==> config.mk <==
export PLATFORM = sky130hd
export DESIGN_NAME = sensor_packet_deframer_unit
export DESIGN_NICKNAME = d
export VERILOG_FILES = /design/src/rtl/spd_pkg.sv /design/src/rtl/spd_ctrl.sv /design/src/rtl/spd_dp.sv /design/src/rtl/sensor_packet_deframer_unit.sv
export SDC_FILE = /design/constraint.sdc
export NUM_CORES = 1
export LEC_CHECK = 0
export CAP_MARGIN = 40
export CORE_ASPECT_RATIO = 2
export CORE_MARGIN = 8
export CORE_UTILIZATION = 57
export CTS_CLUSTER_SIZE = 8
export DETAILED_ROUTE_END_ITERATION = 7
export DONT_BUFFER_PORTS = 1
export PLACE_DENSITY = 0.75
export SLEW_MARGIN = 15
export SYNTH_ARGS = -nofsm -noshare
export SYNTH_HDL_FRONTEND = slang
export SYNTH_SLANG_ARGS = --single-unit
==> constraint.sdc <==
create_clock -name clk -period 4.9 [get_ports clk]
set_input_delay 0.245 -clock clk [delete_from_list [all_inputs] [get_ports clk]]
set_output_delay 0.245 -clock clk [all_outputs]
set_load 0.02 [all_outputs]
==> src/rtl/spd_pkg.sv <==
// Shared types, constants and word-layout functions for the sensor packet deframer.
// No dependencies; imported by spd_ctrl, spd_dp and the top level.
`timescale 1ns / 1ps
`default_nettype none

package spd_pkg;

  localparam logic [7:0] HDR_BYTE = 8'h55;
  localparam logic [7:0] TYPE_S   = 8'h53;
  localparam logic [7:0] TYPE_N   = 8'h4E;
  localparam logic [7:0] GPS_MARK = 8'h47;

  localparam int unsigned LEN_S       = 51;
  localparam int unsigned LEN_N       = 86;
  localparam int unsigned IDX_W       = 7;
  localparam int unsigned STORE_DEPTH = LEN_N;

  localparam logic [IDX_W-1:0] LEN_S_C   = IDX_W'(LEN_S);
  localparam logic [IDX_W-1:0] LEN_N_C   = IDX_W'(LEN_N);
  localparam logic [IDX_W-1:0] SBASE_S   = 7'd32;
  localparam logic [IDX_W-1:0] SBASE_N   = 7'd67;
  localparam logic [IDX_W-1:0] GPS_POS   = 7'd33;
  localparam logic [IDX_W-1:0] FIRST_BODY = 7'd3;

  localparam logic [4:0] WID_SENSOR_END = 5'd11;
  localparam logic [4:0] WID_SERVO      = 5'd11;
  localparam logic [4:0] WID_CH_LAST    = 5'd19;
  localparam logic [4:0] WID_GPS_FIRST  = 5'd20;
  localparam logic [4:0] WID_GPS_ALT    = 5'd26;
  localparam logic [4:0] WID_GPS_MARK   = 5'd27;

  localparam logic [1:0] CFG_AUTO_THR  = 2'd0;
  localparam logic [1:0] CFG_MAN_UPPER = 2'd1;
  localparam logic [1:0] CFG_HOLD      = 2'd2;

  localparam logic [15:0] AUTO_THR_RST  = 16'd12000;
  localparam logic [15:0] MAN_UPPER_RST = 16'd60000;
  localparam logic [3:0]  HOLD_RST      = 4'd15;

  typedef enum logic [1:0] {
    FS_OK       = 2'd0,
    FS_CKSUM    = 2'd1,
    FS_BAD_TYPE = 2'd2,
    FS_GPS_INV  = 2'd3
  } frame_status_t;

  typedef enum logic [6:0] {
    ST_HUNT = 7'b0000001,
    ST_TYPE = 7'b0000010,
    ST_BODY = 7'b0000100,
    ST_UPD  = 7'b0001000,
    ST_RD   = 7'b0010000,
    ST_ACC  = 7'b0100000,
    ST_LOAD = 7'b1000000
  } state_t;

  // controller -> datapath
  typedef struct packed {
    logic type_acc;
    logic body_acc;
    logic upd;
    logic rd;
    logic acc;
    logic load;
  } spd_cmd_t;

  // datapath -> controller
  typedef struct packed {
    logic byte_is_hdr;
    logic type_ok;
    logic byte_last;
    logic no_read;
    logic byte_done;
    logic word_last;
    logic out_free;
  } spd_sts_t;

  // bytes read from the frame store for one word
  function automatic logic [2:0] word_nbytes(input logic [4:0] id);
    logic [2:0] n;
    if (id == WID_SERVO) n = 3'd1;
    else if (id >= WID_GPS_FIRST && id < WID_GPS_ALT) n = 3'd4;
    else if (id == WID_GPS_MARK) n = 3'd0;
    else n = 3'd2;
    return n;
  endfunction

  // store address of byte k of a word; little-endian words are walked downwards
  // so that every word assembles most significant byte first
  function automatic logic [IDX_W-1:0] word_addr(input logic [4:0] id, input logic is_n,
                                                 input logic [1:0] k);
    logic [IDX_W-1:0] sbase;
    logic [IDX_W-1:0] base;
    logic             down;
    sbase = is_n ? SBASE_N : SBASE_S;
    down  = 1'b0;
    if (id < 5'd9) begin
      base = 7'd3 + {1'b0, id, 1'b0};
    end else if (id < WID_SENSOR_END) begin
      base = 7'd9 + {1'b0, id, 1'b0};
    end else if (id == WID_SERVO) begin
      base = sbase;
    end else if (id <= WID_CH_LAST) begin
      base = sbase + {1'b0, id, 1'b0} - 7'd23;
    end else if (id < WID_GPS_ALT) begin
      base = {id, 2'b00} - 7'd43;
      down = 1'b1;
    end else begin
      base = 7'd59;
      down = 1'b1;
    end
    return down ? (base - {5'd0, k}) : (base + {5'd0, k});
  endfunction

endpackage

`default_nettype wire

==> src/rtl/spd_ctrl.sv <==
// Controller state machine: header hunt, frame receive and word emission sequencing.
// Depends on spd_pkg; drives spd_dp through spd_cmd_t and reads spd_sts_t.
`timescale 1ns / 1ps
`default_nettype none

module spd_ctrl (
  input  wire logic              clk,
  input  wire logic              rst_n,
  input  wire logic              in_valid,
  output logic                   in_ready,
  input  wire spd_pkg::spd_sts_t sts,
  output spd_pkg::spd_cmd_t      cmd
);
  import spd_pkg::*;

  state_t state_r, state_nxt;
  logic   hdr_seen_r, hdr_seen_nxt;
  logic   in_acc;

  assign in_ready = (state_r == ST_HUNT) || (state_r == ST_TYPE) || (state_r == ST_BODY);
  assign in_acc   = in_valid && in_ready;

  always_comb begin
    state_nxt    = state_r;
    hdr_seen_nxt = hdr_seen_r;
    cmd          = '0;
    unique case (state_r)
      ST_HUNT: begin
        if (in_acc) begin
          if (sts.byte_is_hdr) begin
            hdr_seen_nxt = !hdr_seen_r;
            if (hdr_seen_r) state_nxt = ST_TYPE;
          end else begin
            hdr_seen_nxt = 1'b0;
          end
        end
      end
      ST_TYPE: begin
        if (in_acc) begin
          cmd.type_acc = 1'b1;
          state_nxt    = sts.type_ok ? ST_BODY : ST_UPD;
        end
      end
      ST_BODY: begin
        if (in_acc) begin
          cmd.body_acc = 1'b1;
          if (sts.byte_last) state_nxt = ST_UPD;
        end
      end
      ST_UPD: begin
        cmd.upd   = 1'b1;
        state_nxt = ST_RD;
      end
      ST_RD: begin
        if (sts.no_read) begin
          state_nxt = ST_LOAD;
        end else begin
          cmd.rd    = 1'b1;
          state_nxt = ST_ACC;
        end
      end
      ST_ACC: begin
        cmd.acc   = 1'b1;
        state_nxt = sts.byte_done ? ST_LOAD : ST_RD;
      end
      ST_LOAD: begin
        // hold until the output register can take the word
        if (sts.out_free) begin
          cmd.load  = 1'b1;
          state_nxt = sts.word_last ? ST_HUNT : ST_RD;
        end
      end
      default: state_nxt = ST_HUNT;
    endcase
  end

  always_ff @(posedge clk) begin
    if (!rst_n) begin
      state_r    <= ST_HUNT;
      hdr_seen_r <= 1'b0;
    end else begin
      state_r    <= state_nxt;
      hdr_seen_r <= hdr_seen_nxt;
    end
  end

  a_upd_to_rd: assert property (@(posedge clk) disable iff (!rst_n)
    (state_r == ST_UPD) |=> (state_r == ST_RD))
    else $error("frame check not followed by emission");

  a_no_accept_while_emitting: assert property (@(posedge clk) disable iff (!rst_n)
    (cmd.rd || cmd.acc || cmd.load || cmd.upd) |-> !in_acc)
    else $error("request taken during emission");

  a_hdr_only_hunting: assert property (@(posedge clk) disable iff (!rst_n)
    hdr_seen_r |-> (state_r == ST_HUNT))
    else $error("header count left set outside hunt");

endmodule

`default_nettype wire

==> src/rtl/spd_dp.sv <==
// Datapath: frame store, checksum, field captures, mode override, word assembly, output register.
// Depends on spd_pkg; commanded by spd_ctrl through spd_cmd_t.
`timescale 1ns / 1ps
`default_nettype none

module spd_dp (
  input  wire logic                clk,
  input  wire logic                rst_n,
  input  wire logic [7:0]          in_rx_byte,
  input  wire logic                cfg_wr_en,
  input  wire logic [1:0]          cfg_index,
  input  wire logic [15:0]         cfg_wr_data,
  input  wire spd_pkg::spd_cmd_t   cmd,
  output spd_pkg::spd_sts_t        sts,
  output logic                     out_valid,
  input  wire logic                out_ready,
  output logic [4:0]               out_word_id,
  output logic signed [31:0]       out_word_value,
  output logic [1:0]               out_frame_status,
  output logic                     out_autopilot_on,
  output logic                     out_last_of_frame
);
  import spd_pkg::*;

  // configuration
  logic [15:0] auto_thr_r, man_upper_r;
  logic [3:0]  hold_frames_r;

  // receive side
  logic [IDX_W-1:0] idx_r;
  logic             is_n_r, bad_type_r, ck_ok_r, gps_ok_r;
  logic [15:0]      sum_r;
  logic [7:0]       prev_r, ch5_hi_r, ch5_lo_r;
  logic [7:0]       store_mem [STORE_DEPTH];

  // mode override
  logic [15:0] ovr_ch_r;
  logic [4:0]  hold_cnt_r, hold_cnt_nxt;
  logic        ap_r, ap_nxt;
  logic [15:0] ch5_val;
  logic        frame_good;

  // emission
  frame_status_t    stat_r;
  logic [4:0]       wid_r;
  logic [1:0]       k_r;
  logic [31:0]      acc_r;
  logic [7:0]       rd_data_r;
  logic [2:0]       nbytes;
  logic [IDX_W-1:0] rd_addr, len, sbase;
  logic             out_free;
  logic [31:0]      word_val;

  logic             out_valid_r;
  logic [4:0]       out_id_r;
  logic [31:0]      out_val_r;
  frame_status_t    out_stat_r;
  logic             out_ap_r, out_last_r;

  assign len      = is_n_r ? LEN_N_C : LEN_S_C;
  assign sbase    = is_n_r ? SBASE_N : SBASE_S;
  assign nbytes   = word_nbytes(wid_r);
  assign rd_addr  = word_addr(wid_r, is_n_r, k_r);
  assign out_free = !out_valid_r || out_ready;

  assign sts.byte_is_hdr = (in_rx_byte == HDR_BYTE);
  assign sts.type_ok     = (in_rx_byte == TYPE_S) || (in_rx_byte == TYPE_N);
  assign sts.byte_last   = (idx_r == len - 7'd1);
  assign sts.no_read     = (stat_r != FS_OK) || (wid_r == WID_GPS_MARK);
  assign sts.byte_done   = ({1'b0, k_r} == nbytes - 3'd1);
  assign sts.word_last   = (stat_r != FS_OK) || (wid_r == WID_GPS_MARK) ||
                           (wid_r == WID_GPS_ALT) || ((wid_r == WID_CH_LAST) && !is_n_r);
  assign sts.out_free    = out_free;

  // channel five update: a bad frame keeps the previous value
  assign frame_good = !bad_type_r && ck_ok_r;
  assign ch5_val    = frame_good ? {ch5_hi_r, ch5_lo_r} : ovr_ch_r;

  always_comb begin
    hold_cnt_nxt = hold_cnt_r;
    ap_nxt       = ap_r;
    if (ch5_val <= auto_thr_r) begin
      ap_nxt       = 1'b1;
      hold_cnt_nxt = {1'b0, hold_frames_r};
    end else if (ch5_val < man_upper_r) begin
      if (hold_cnt_r[4]) ap_nxt = 1'b0;
      else hold_cnt_nxt = hold_cnt_r - 5'd1;
    end
  end

  always_comb begin
    unique case (nbytes)
      3'd1:    word_val = {24'd0, acc_r[7:0]};
      3'd2:    word_val = (wid_r < WID_SENSOR_END) ? {{16{acc_r[15]}}, acc_r[15:0]}
                                                   : {16'd0, acc_r[15:0]};
      default: word_val = acc_r;
    endcase
  end

  always_ff @(posedge clk) begin
    if (!rst_n) begin
      auto_thr_r    <= AUTO_THR_RST;
      man_upper_r   <= MAN_UPPER_RST;
      hold_frames_r <= HOLD_RST;
    end else if (cfg_wr_en) begin
      unique case (cfg_index)
        CFG_AUTO_THR:  auto_thr_r    <= cfg_wr_data;
        CFG_MAN_UPPER: man_upper_r   <= cfg_wr_data;
        CFG_HOLD:      hold_frames_r <= cfg_wr_data[3:0];
        default: ;
      endcase
    end
  end

  // frame store: written while receiving, read only while emitting
  always_ff @(posedge clk) begin
    if (cmd.body_acc) store_mem[idx_r] <= in_rx_byte;
    if (cmd.rd) rd_data_r <= store_mem[rd_addr];
  end

  always_ff @(posedge clk) begin
    if (!rst_n) begin
      idx_r      <= '0;
      is_n_r     <= 1'b0;
      bad_type_r <= 1'b0;
      ck_ok_r    <= 1'b0;
      sum_r      <= '0;
      ovr_ch_r   <= '0;
      hold_cnt_r <= '0;
      ap_r       <= 1'b0;
      stat_r     <= FS_OK;
      wid_r      <= '0;
      k_r        <= '0;
    end else begin
      if (cmd.type_acc) begin
        bad_type_r <= !sts.type_ok;
        is_n_r     <= (in_rx_byte == TYPE_N);
        sum_r      <= {8'd0, in_rx_byte};
        idx_r      <= FIRST_BODY;
      end
      if (cmd.body_acc) begin
        // trailer bytes stay out of the sum
        if (idx_r < len - 7'd2) sum_r <= sum_r + {8'd0, in_rx_byte};
        idx_r <= idx_r + 7'd1;
        if (sts.byte_last) ck_ok_r <= ({prev_r, in_rx_byte} == sum_r);
      end
      if (cmd.upd) begin
        if (frame_good) ovr_ch_r <= ch5_val;
        hold_cnt_r <= hold_cnt_nxt;
        ap_r       <= ap_nxt;
        stat_r     <= bad_type_r ? FS_BAD_TYPE : (ck_ok_r ? FS_OK : FS_CKSUM);
        wid_r      <= '0;
        k_r        <= '0;
      end
      if (cmd.acc) k_r <= sts.byte_done ? 2'd0 : k_r + 2'd1;
      if (cmd.load) begin
        // drop the GPS words when the marker byte is missing
        if (wid_r == WID_CH_LAST && is_n_r && !gps_ok_r) wid_r <= WID_GPS_MARK;
        else wid_r <= wid_r + 5'd1;
      end
    end
  end

  always_ff @(posedge clk) begin
    if (cmd.body_acc) begin
      prev_r <= in_rx_byte;
      if (idx_r == sbase + 7'd9) ch5_hi_r <= in_rx_byte;
      if (idx_r == sbase + 7'd10) ch5_lo_r <= in_rx_byte;
      if (idx_r == GPS_POS) gps_ok_r <= (in_rx_byte == GPS_MARK);
    end
    if (cmd.acc) acc_r <= {acc_r[23:0], rd_data_r};
  end

  // output register
  always_ff @(posedge clk) begin
    if (!rst_n) begin
      out_valid_r <= 1'b0;
    end else if (cmd.load) begin
      out_valid_r <= 1'b1;
    end else if (out_ready) begin
      out_valid_r <= 1'b0;
    end
  end

  always_ff @(posedge clk) begin
    if (cmd.load) begin
      out_ap_r   <= ap_r;
      out_last_r <= sts.word_last;
      if (stat_r != FS_OK) begin
        out_id_r   <= '0;
        out_val_r  <= '0;
        out_stat_r <= stat_r;
      end else if (wid_r == WID_GPS_MARK) begin
        out_id_r   <= WID_GPS_MARK;
        out_val_r  <= '0;
        out_stat_r <= FS_GPS_INV;
      end else begin
        out_id_r   <= wid_r;
        out_val_r  <= word_val;
        out_stat_r <= FS_OK;
      end
    end
  end

  assign out_valid         = out_valid_r;
  assign out_word_id       = out_id_r;
  assign out_word_value    = $signed(out_val_r);
  assign out_frame_status  = out_stat_r;
  assign out_autopilot_on  = out_ap_r;
  assign out_last_of_frame = out_last_r;

  a_load_when_free: assert property (@(posedge clk) disable iff (!rst_n)
    cmd.load |-> (!out_valid_r || out_ready))
    else $error("output register overwritten");

  a_hold_range: assert property (@(posedge clk) disable iff (!rst_n)
    hold_cnt_r[4] |-> (hold_cnt_r[3:0] == 4'hF))
    else $error("hold counter below minus one");

  a_write_in_frame: assert property (@(posedge clk) disable iff (!rst_n)
    cmd.body_acc |-> (idx_r < len))
    else $error("store write past frame end");

  a_read_in_frame: assert property (@(posedge clk) disable iff (!rst_n)
    cmd.rd |-> ((rd_addr < len) && (rd_addr >= FIRST_BODY)))
    else $error("store read outside received bytes");

endmodule

`default_nettype wire

==> src/rtl/sensor_packet_deframer_unit.sv <==
// Top level of the sensor packet deframer: joins controller and datapath.
// Depends on spd_pkg, spd_ctrl and spd_dp.
//
//  channel  | direction | handshake            | payload
//  ---------+-----------+----------------------+---------------------------------------------
//  in_      | request   | in_valid / in_ready  | in_rx_byte
//  out_     | result    | out_valid/out_ready  | out_word_id, out_word_value, out_frame_status,
//           |           |                      | out_autopilot_on, out_last_of_frame
//  cfg_     | write     | cfg_wr_en            | cfg_index, cfg_wr_data
//
// A new byte is accepted every cycle while receiving.
// At frame end the checksum and mode update come first, then each word is read from the
// frame store a byte at a time through its single read port and assembled; the GPS marker
// needs no read, nor does an error status item. No request is taken while a frame drains.
// Reset (rst_n low, synchronous) restarts the header hunt and sets manual mode.
// A stalled result holds the drain; the last word may wait while new bytes arrive.
`timescale 1ns / 1ps
`default_nettype none

module sensor_packet_deframer_unit (
  input  wire logic               clk,
  input  wire logic               rst_n,
  input  wire logic               in_valid,
  output logic                    in_ready,
  input  wire logic [7:0]         in_rx_byte,
  output logic                    out_valid,
  input  wire logic               out_ready,
  output logic [4:0]              out_word_id,
  output logic signed [31:0]      out_word_value,
  output logic [1:0]              out_frame_status,
  output logic                    out_autopilot_on,
  output logic                    out_last_of_frame,
  input  wire logic               cfg_wr_en,
  input  wire logic [1:0]         cfg_index,
  input  wire logic [15:0]        cfg_wr_data
);
  import spd_pkg::*;

  spd_cmd_t cmd;
  spd_sts_t sts;

  spd_ctrl u_ctrl (
    .clk      (clk),
    .rst_n    (rst_n),
    .in_valid (in_valid),
    .in_ready (in_ready),
    .sts      (sts),
    .cmd      (cmd)
  );

  spd_dp u_dp (
    .clk               (clk),
    .rst_n             (rst_n),
    .in_rx_byte        (in_rx_byte),
    .cfg_wr_en         (cfg_wr_en),
    .cfg_index         (cfg_index),
    .cfg_wr_data       (cfg_wr_data),
    .cmd               (cmd),
    .sts               (sts),
    .out_valid         (out_valid),
    .out_ready         (out_ready),
    .out_word_id       (out_word_id),
    .out_word_value    (out_word_value),
    .out_frame_status  (out_frame_status),
    .out_autopilot_on  (out_autopilot_on),
    .out_last_of_frame (out_last_of_frame)
  );

endmodule

`default_nettype wire

; Word level (Yosys, flattened, before mapping)
; Memory sizes are Yosys's and may differ from the RTL's. A register that Yosys moved wholly into a read port is not among the register bits.
; Cells that the tools add are included.
[word_totals]
ram_bits = 688
output_inout_bits = 43
elab_cells = 195
register_bits = 200
memories = 1
[memory_table]
columns = name, depth, width, read_ports, rd_clocked_by_memory_dff, write_ports, line_no
row1 = u_dp.store_mem, 86, 8, 1, 1, 1, spd_dp.sv:34  ; logic [7:0] store_mem [STORE_DEPTH];
[op_classes]
magnitude_cmp = 8
muxes = 66
n_eq_ne = 33
reduce_logical = 41
addsub = 17
[op_table]
columns = cell, n
row1 = 2-to-1 mux 7 bit, 19
row2 = 2-to-1 mux 16 bit, 4
row3 = one-hot mux 32 bit (2 select lines), 1
row4 = one-hot mux 7 bit (7 select lines), 1
row5 = 2-to-1 mux 5 bit, 8
row6 = "== test 8 x 7 -> 1 bit, second input constant", 4
row7 = 2-to-1 mux 32 bit, 1
row8 = 2-to-1 mux 1 bit, 22
row9 = == test 7 bit, 3
row10 = AND reduction 2 bit, 10
row11 = adder 16 x 8 -> 16 bit, 1
row12 = == test 16 bit, 1
row13 = less-or-equal comparator 16 bit, 1
row14 = < comparator 16 bit, 1
row15 = "== test 5 bit, second input constant", 3
row16 = "adder 7 x 4 -> 7 bit, second input constant", 2
row17 = "== test 7 x 6 -> 1 bit, second input constant", 2
row18 = 2-to-1 mux 2 bit, 7
row19 = nonzero test 2 bit, 7
row20 = "< comparator 5 x 4 -> 1 bit, second input constant", 2
row21 = "!= test 2 x 1 -> 1 bit, second input constant", 5
row22 = "adder 2 x 6 -> 7 bit, first input constant", 1
row23 = "adder 4 x 6 -> 7 bit, first input constant", 1
row24 = "adder 7 x 1 -> 7 bit, second input constant", 1
row25 = other kinds (37), 57

; Logic depth before layout (Yosys ltp)
[depth]
depth_word = 9
ltp_mapped = 22
mapped_depth_nobuf = 18

; Hierarchy
; Synthesis repeated with hierarchy kept, for this count alone.
[hier_totals]
cells_unflattened = 2273
hier_area_um2 = 37688.6
[modules_own_cells]
columns = module, area_each_um2, seq_area_each_um2, cells_per_inst, instances
row1 = spd_dp, 37059.3, 25724.7, 2192, 1
row2 = spd_ctrl, 629.4, 160.2, 81, 1

; Least setup slack after synthesis
; No wires, ideal clock.
[synth_timing]
path_type = reg-to-reg
startpoint = reg u_dp.wid_r[2]
endpoint = reg u_dp.rd_data_r[0] (read register of u_dp.store_mem), data pin
stages_incl_launch_ff = 20
required_time_ns = 4.624
setup_ns = 0.276
arrival_time_ns = 4.404
setup_slack_ns = 0.219
path_buffers = 6
period_less_slack_ns = 4.681
path_cell_list = dfxtp_1 > clkbuf_1 > clkbuf_1 > inv_1 > ha_1 > nand2_1 > nand3_1 > nor2_1 > a31oi_1 > o22ai_1 > o22ai_1 > fa_1 > clkbuf_1 > buf_2 > buf_2 > clkbuf_1 > mux4_2 > mux4_2 > a21oi_1 > mux2i_1
[synth_via]
elab_chain_cells = 8
[synth_lines]
columns = element, line_no
row1 = from (decl), spd_dp.sv:45  ; logic [4:0] wid_r;
row2 = from (signal assigned), spd_dp.sv:159  ; else wid_r <= wid_r + 5'd1;
row3 = "adder 7 x 6 -> 7 bit, or another cell as far along", spd_pkg.sv:104  ; base = sbase + {1'b0, id, 1'b0} - 7'd23;
row4 = subtractor 7 x 5 -> 7 bit or 2-to-1 mux 7 bit (tied branches), "spd_pkg.sv:104, spd_pkg.sv:105"
row5 = 2-to-1 mux 7 bit, spd_pkg.sv:103  ; end else if (id <= WID_CH_LAST) begin
row6 = 2-to-1 mux 7 bit, spd_pkg.sv:101  ; end else if (id == WID_SERVO) begin
row7 = 2-to-1 mux 7 bit, spd_pkg.sv:99  ; end else if (id < WID_SENSOR_END) begin
row8 = 2-to-1 mux 7 bit, spd_pkg.sv:97  ; if (id < 5'd9) begin
row9 = adder 7 x 2 -> 7 bit or subtractor 7 x 2 -> 7 bit (tied branches), spd_pkg.sv:112  ; return down ? (base - {5'd0, k}) : (base + {5'd0, k});
row10 = 2-to-1 mux 7 bit, spd_pkg.sv:112
row11 = to (decl), spd_dp.sv:48  ; logic [7:0] rd_data_r;
; Several ways; a longest one is shown, not always the timed one.
; A chain may end at the register's enable or synchronous reset.

; Worst setup path in the final report
[layout_timing]
startpoint = reg u_dp.wid_r[2]
endpoint = reg u_dp.rd_data_r[3] (read register of u_dp.store_mem), data pin
; Same word-level chain as after synthesis.

==> run_results.csv <==
group,metric,value,unit
die,die_h,376,um
logic_synthesis,ys_seq_elements,896,
die,rows,132,
placed_design,dp.cells,3045,
run_status,status,"complete, no violations",
hold_path,hp-start,"in_rx_byte[6]",
pwr,leakage,14.5,nW
clocking,cts_tree,"done",
final_layout,fin_cells,3323,
clocking,cts_buffers,130,
pwr,ir_drop,0.358,mV
logic_synthesis,ys_types,74,
routing,vias,21065,
routing,wl_per_cell,29.1,um
final_layout,layout_commonest_cell,"edfxtp_1",
clocking,cts_buffer_depth,3,
clocking,htreeDepth,4,
final_layout,nFillCells,4019,
global_route,grt_pass1_wl,142,mm
critical_path,r2r_slack,150,ps
final_layout,drive_gt1_share,21.8,%
logic_synthesis,synthArstFlopShare,0,%
sta,worst_hold_slack,30.0,ps
routing,drc,0,
final_layout,seqCellArea,25900,um^2
global_route,grt_pass1_vias,22148,
placed_design,dpl-instance-area,38600,um^2
routing,first_pass_iters,5,
final_layout,final_cell_mix,"edfxtp_1, mux4_2, nor2_1, nand2_1, clkbuf_16",
routing,antenna_left,0,
placed_design,hpwlAfterDp,58.3,mm
logic_synthesis,yosys_warnings,0,
critical_path,worstPathArrival,5140,ps
routing,drtIter0Drc,1796,
logic_synthesis,syn-num-nets,2276,
logic_synthesis,ys.flop_type,"edfxtp_1",
sta,hold_viol_final,0,
critical_path,startpoint_type,"flop",
clocking,clk_pin_slew,50,ps
logic_synthesis,netlist_area,37000,um^2
logic_synthesis,synth_edf_count,794,
logic_synthesis,synth_cells,2179,
critical_path,startpoint,"u_dp.wid_r[2]$_SDFFE_PN0P_",
sta,tightestPinTransition,933,ps
sta,final_max_slew_viol_count,0,
logic_synthesis,synth_top_area_share,64.4,%
logic_synthesis,synth.avg_cell_area,17.0,um^2
global_route,grt_antenna_before_repair,9,
sta,max_freq,211,MHz
hold_path,min_path_type,"in2reg",
critical_path,required,5290,ps
die,chipWidth,196,um
global_route,grt_overflow,0,
final_layout,fin_nets,2478,
logic_synthesis,synth.area.top_cells,"edfxtp_1, mux4_2, dfxtp_1, ha_1, nor2_1",
critical_path,end_kind,"flop",
sta,setup_violations,0,
clocking,cts.sinks,896,
placed_design,portBuffers,0,
global_route,grt_max_degree,94,
pwr,powerDensity,386,nW/um^2
sta,finalClockSkew,25.3,ps
critical_path,r2r-start,"u_dp.wid_r[2]$_SDFFE_PN0P_",
die,initial_core_util,57.3,%
routing,viasPerCell,6.34,
critical_path,worstReg2RegEnd,"u_dp.rd_data_r[3]$_DFFE_PP_",
critical_path,rr_worst_depth,17,
hold_path,worstHoldEndpoint,"u_dp.gps_ok_r$_DFFE_PP_",
final_layout,multi_input_area,10500,um^2
sta,tns,0,ps
die,coreArea,64600,um^2
global_route,grt_use_total,26.3,%
logic_synthesis,yosysTopAreaCell,"edfxtp_1",
clocking,worstSkewPairLatency,700,ps
critical_path,crit_fanout,22,
sta,period_minus_slack,4750,ps
run,maxCapViolCount,0,
routing,finalWirelength,96.9,mm
sta,period_share,96.9,%
die,io_pins,74,
logic_synthesis,ys_seq_area_share,70.0,%
final_layout,syn_to_final_growth,17.1,%
hold_path,hold_depth,3,
placed_design,gp_congestion,0.886,
die,die-area,73800,um^2
sta,slew_headroom,37.6,%
critical_path,worstSetupPathType,"reg2reg",
clocking,cts_root_buf,"clkbuf_16",
final_layout,final_area,43300,um^2
[flip-flops by register name, summed over array words and instances, names as in the netlist, 16 cells and up]
name / count
u_dp.acc_r: 32
u_dp.auto_thr_r: 16
u_dp.man_upper_r: 16
u_dp.out_word_value: 32
u_dp.ovr_ch_r: 16
u_dp.store_mem: 688
u_dp.sum_r: 16
[critical path, stage by stage (launching register included)]
cell      delay [ps]
dfxtp_1          350
inv_1            110
ha_1             290
nand3b_1         220
nand2_1          150
inv_1             80
a21oi_1           60
nor2_1           190
ha_4             170
inv_1             50
fa_4            1000
buf_16           220
buf_12           170
mux4_2           310
mux4_2           460
mux2i_1          280
mux2_2           230
mux2i_1           70
[metal layers]
| metal | share of wire (%) | global-route usage (%) |
|---|---|---|
| met2 | 54 | 48.3 |
| met3 | 6.8 | 5.56 |
| met1 | 31 | 25.9 |
| met4 | 8.4 | 18.4 |
| met5 | 0.058 | 0 |
[layout make-up]
class	instances	area share (%)
Tap cell	871	2.52
Clock buffer	173	7.98
Clock inverter	14	0.566
Sequential cell	896	59.8
Multi-Input combinational cell	1114	24.2
Timing Repair Buffer	175	4.33
Inverter	64	0.555
Antenna cell	16	0.0924
[repair_timing]
item | 4_1_cts | 5_1_grt
buffers inserted | 0 | 2
endpoints found under the hold margin | 777 | 2
gates resized for setup | 0 | 6
endpoints found under the setup margin | 0 | 5
hold buffers | 59 | 2
[worst max-delay path by stage]
stage	endpoint
floorplan	u_dp.rd_data_r[0]$_DFFE_PP_
global placement	u_dp.rd_data_r[4]$_DFFE_PP_
detailed placement	u_dp.rd_data_r[4]$_DFFE_PP_
CTS	u_dp.rd_data_r[4]$_DFFE_PP_
global route	u_dp.rd_data_r[2]$_DFFE_PP_
finish	u_dp.rd_data_r[3]$_DFFE_PP_
[cell families (layout without fill, tap and decap cells)]
| family | count (synthesis) | in the layout | synth area share [%] |
|---|---|---|---|
| multiplexers | 280 | 280 | 14.7 |
| AND/OR/NAND/NOR | 491 | 491 | 6.28 |
| buffers and inverters | 169 | 426 | 1.87 |
| XOR/XNOR | 26 | 26 | 0.636 |
| adder cells (fa/ha/maj) | 66 | 66 | 2.29 |
| other | 0 | 16 | 0 |
| AO/OA/AOI/OAI | 251 | 251 | 4.26 |
| flip-flops | 896 | 896 | 70.0 |
[cells in the mapped netlist (5+ instances only)]
cell type / n
edfxtp_1: 794
mux4_2: 208
nor2_1: 161
nand2_1: 154
a21oi_1: 114
dfxtp_1: 102
clkbuf_1: 69
ha_1: 63
inv_1: 62
mux2i_1: 45
nand3_1: 32
buf_2: 29
o21ai_0: 28
mux2_2: 27
nor3_1: 23
a211oi_1: 20
and2_1: 18
o211ai_1: 17
xnor2_1: 16
a21o_1: 13
nor2b_1: 13
and3_1: 12
nand4_1: 11
nand2b_1: 10
o21a_1: 10
nand3b_1: 9
or3_1: 9
xor2_1: 9
nor4_1: 7
or2_2: 5
or4_1: 5
[through the flow]
stage          utilization (%)  setup slack, ps  power (mW)
6_report                  67.1              150        16.7
5_1_grt                   67.1            -1.64        17.1
4_1_cts                   66.7              131        16.8
3_5_place_dp              59.8              198        8.53
3_3_place_gp              59.5              229        8.53
2_1_floorplan                -              219        8.52
[power breakdown]
part,switching [mW],internal [mW],total (mW)
registers,0.00511,8.32,8.32
logic,0.180,0.0707,0.251
clock network,3.22,4.92,8.14
total,3.40,13.3,16.7
Power figures use the tool's default switching activity.
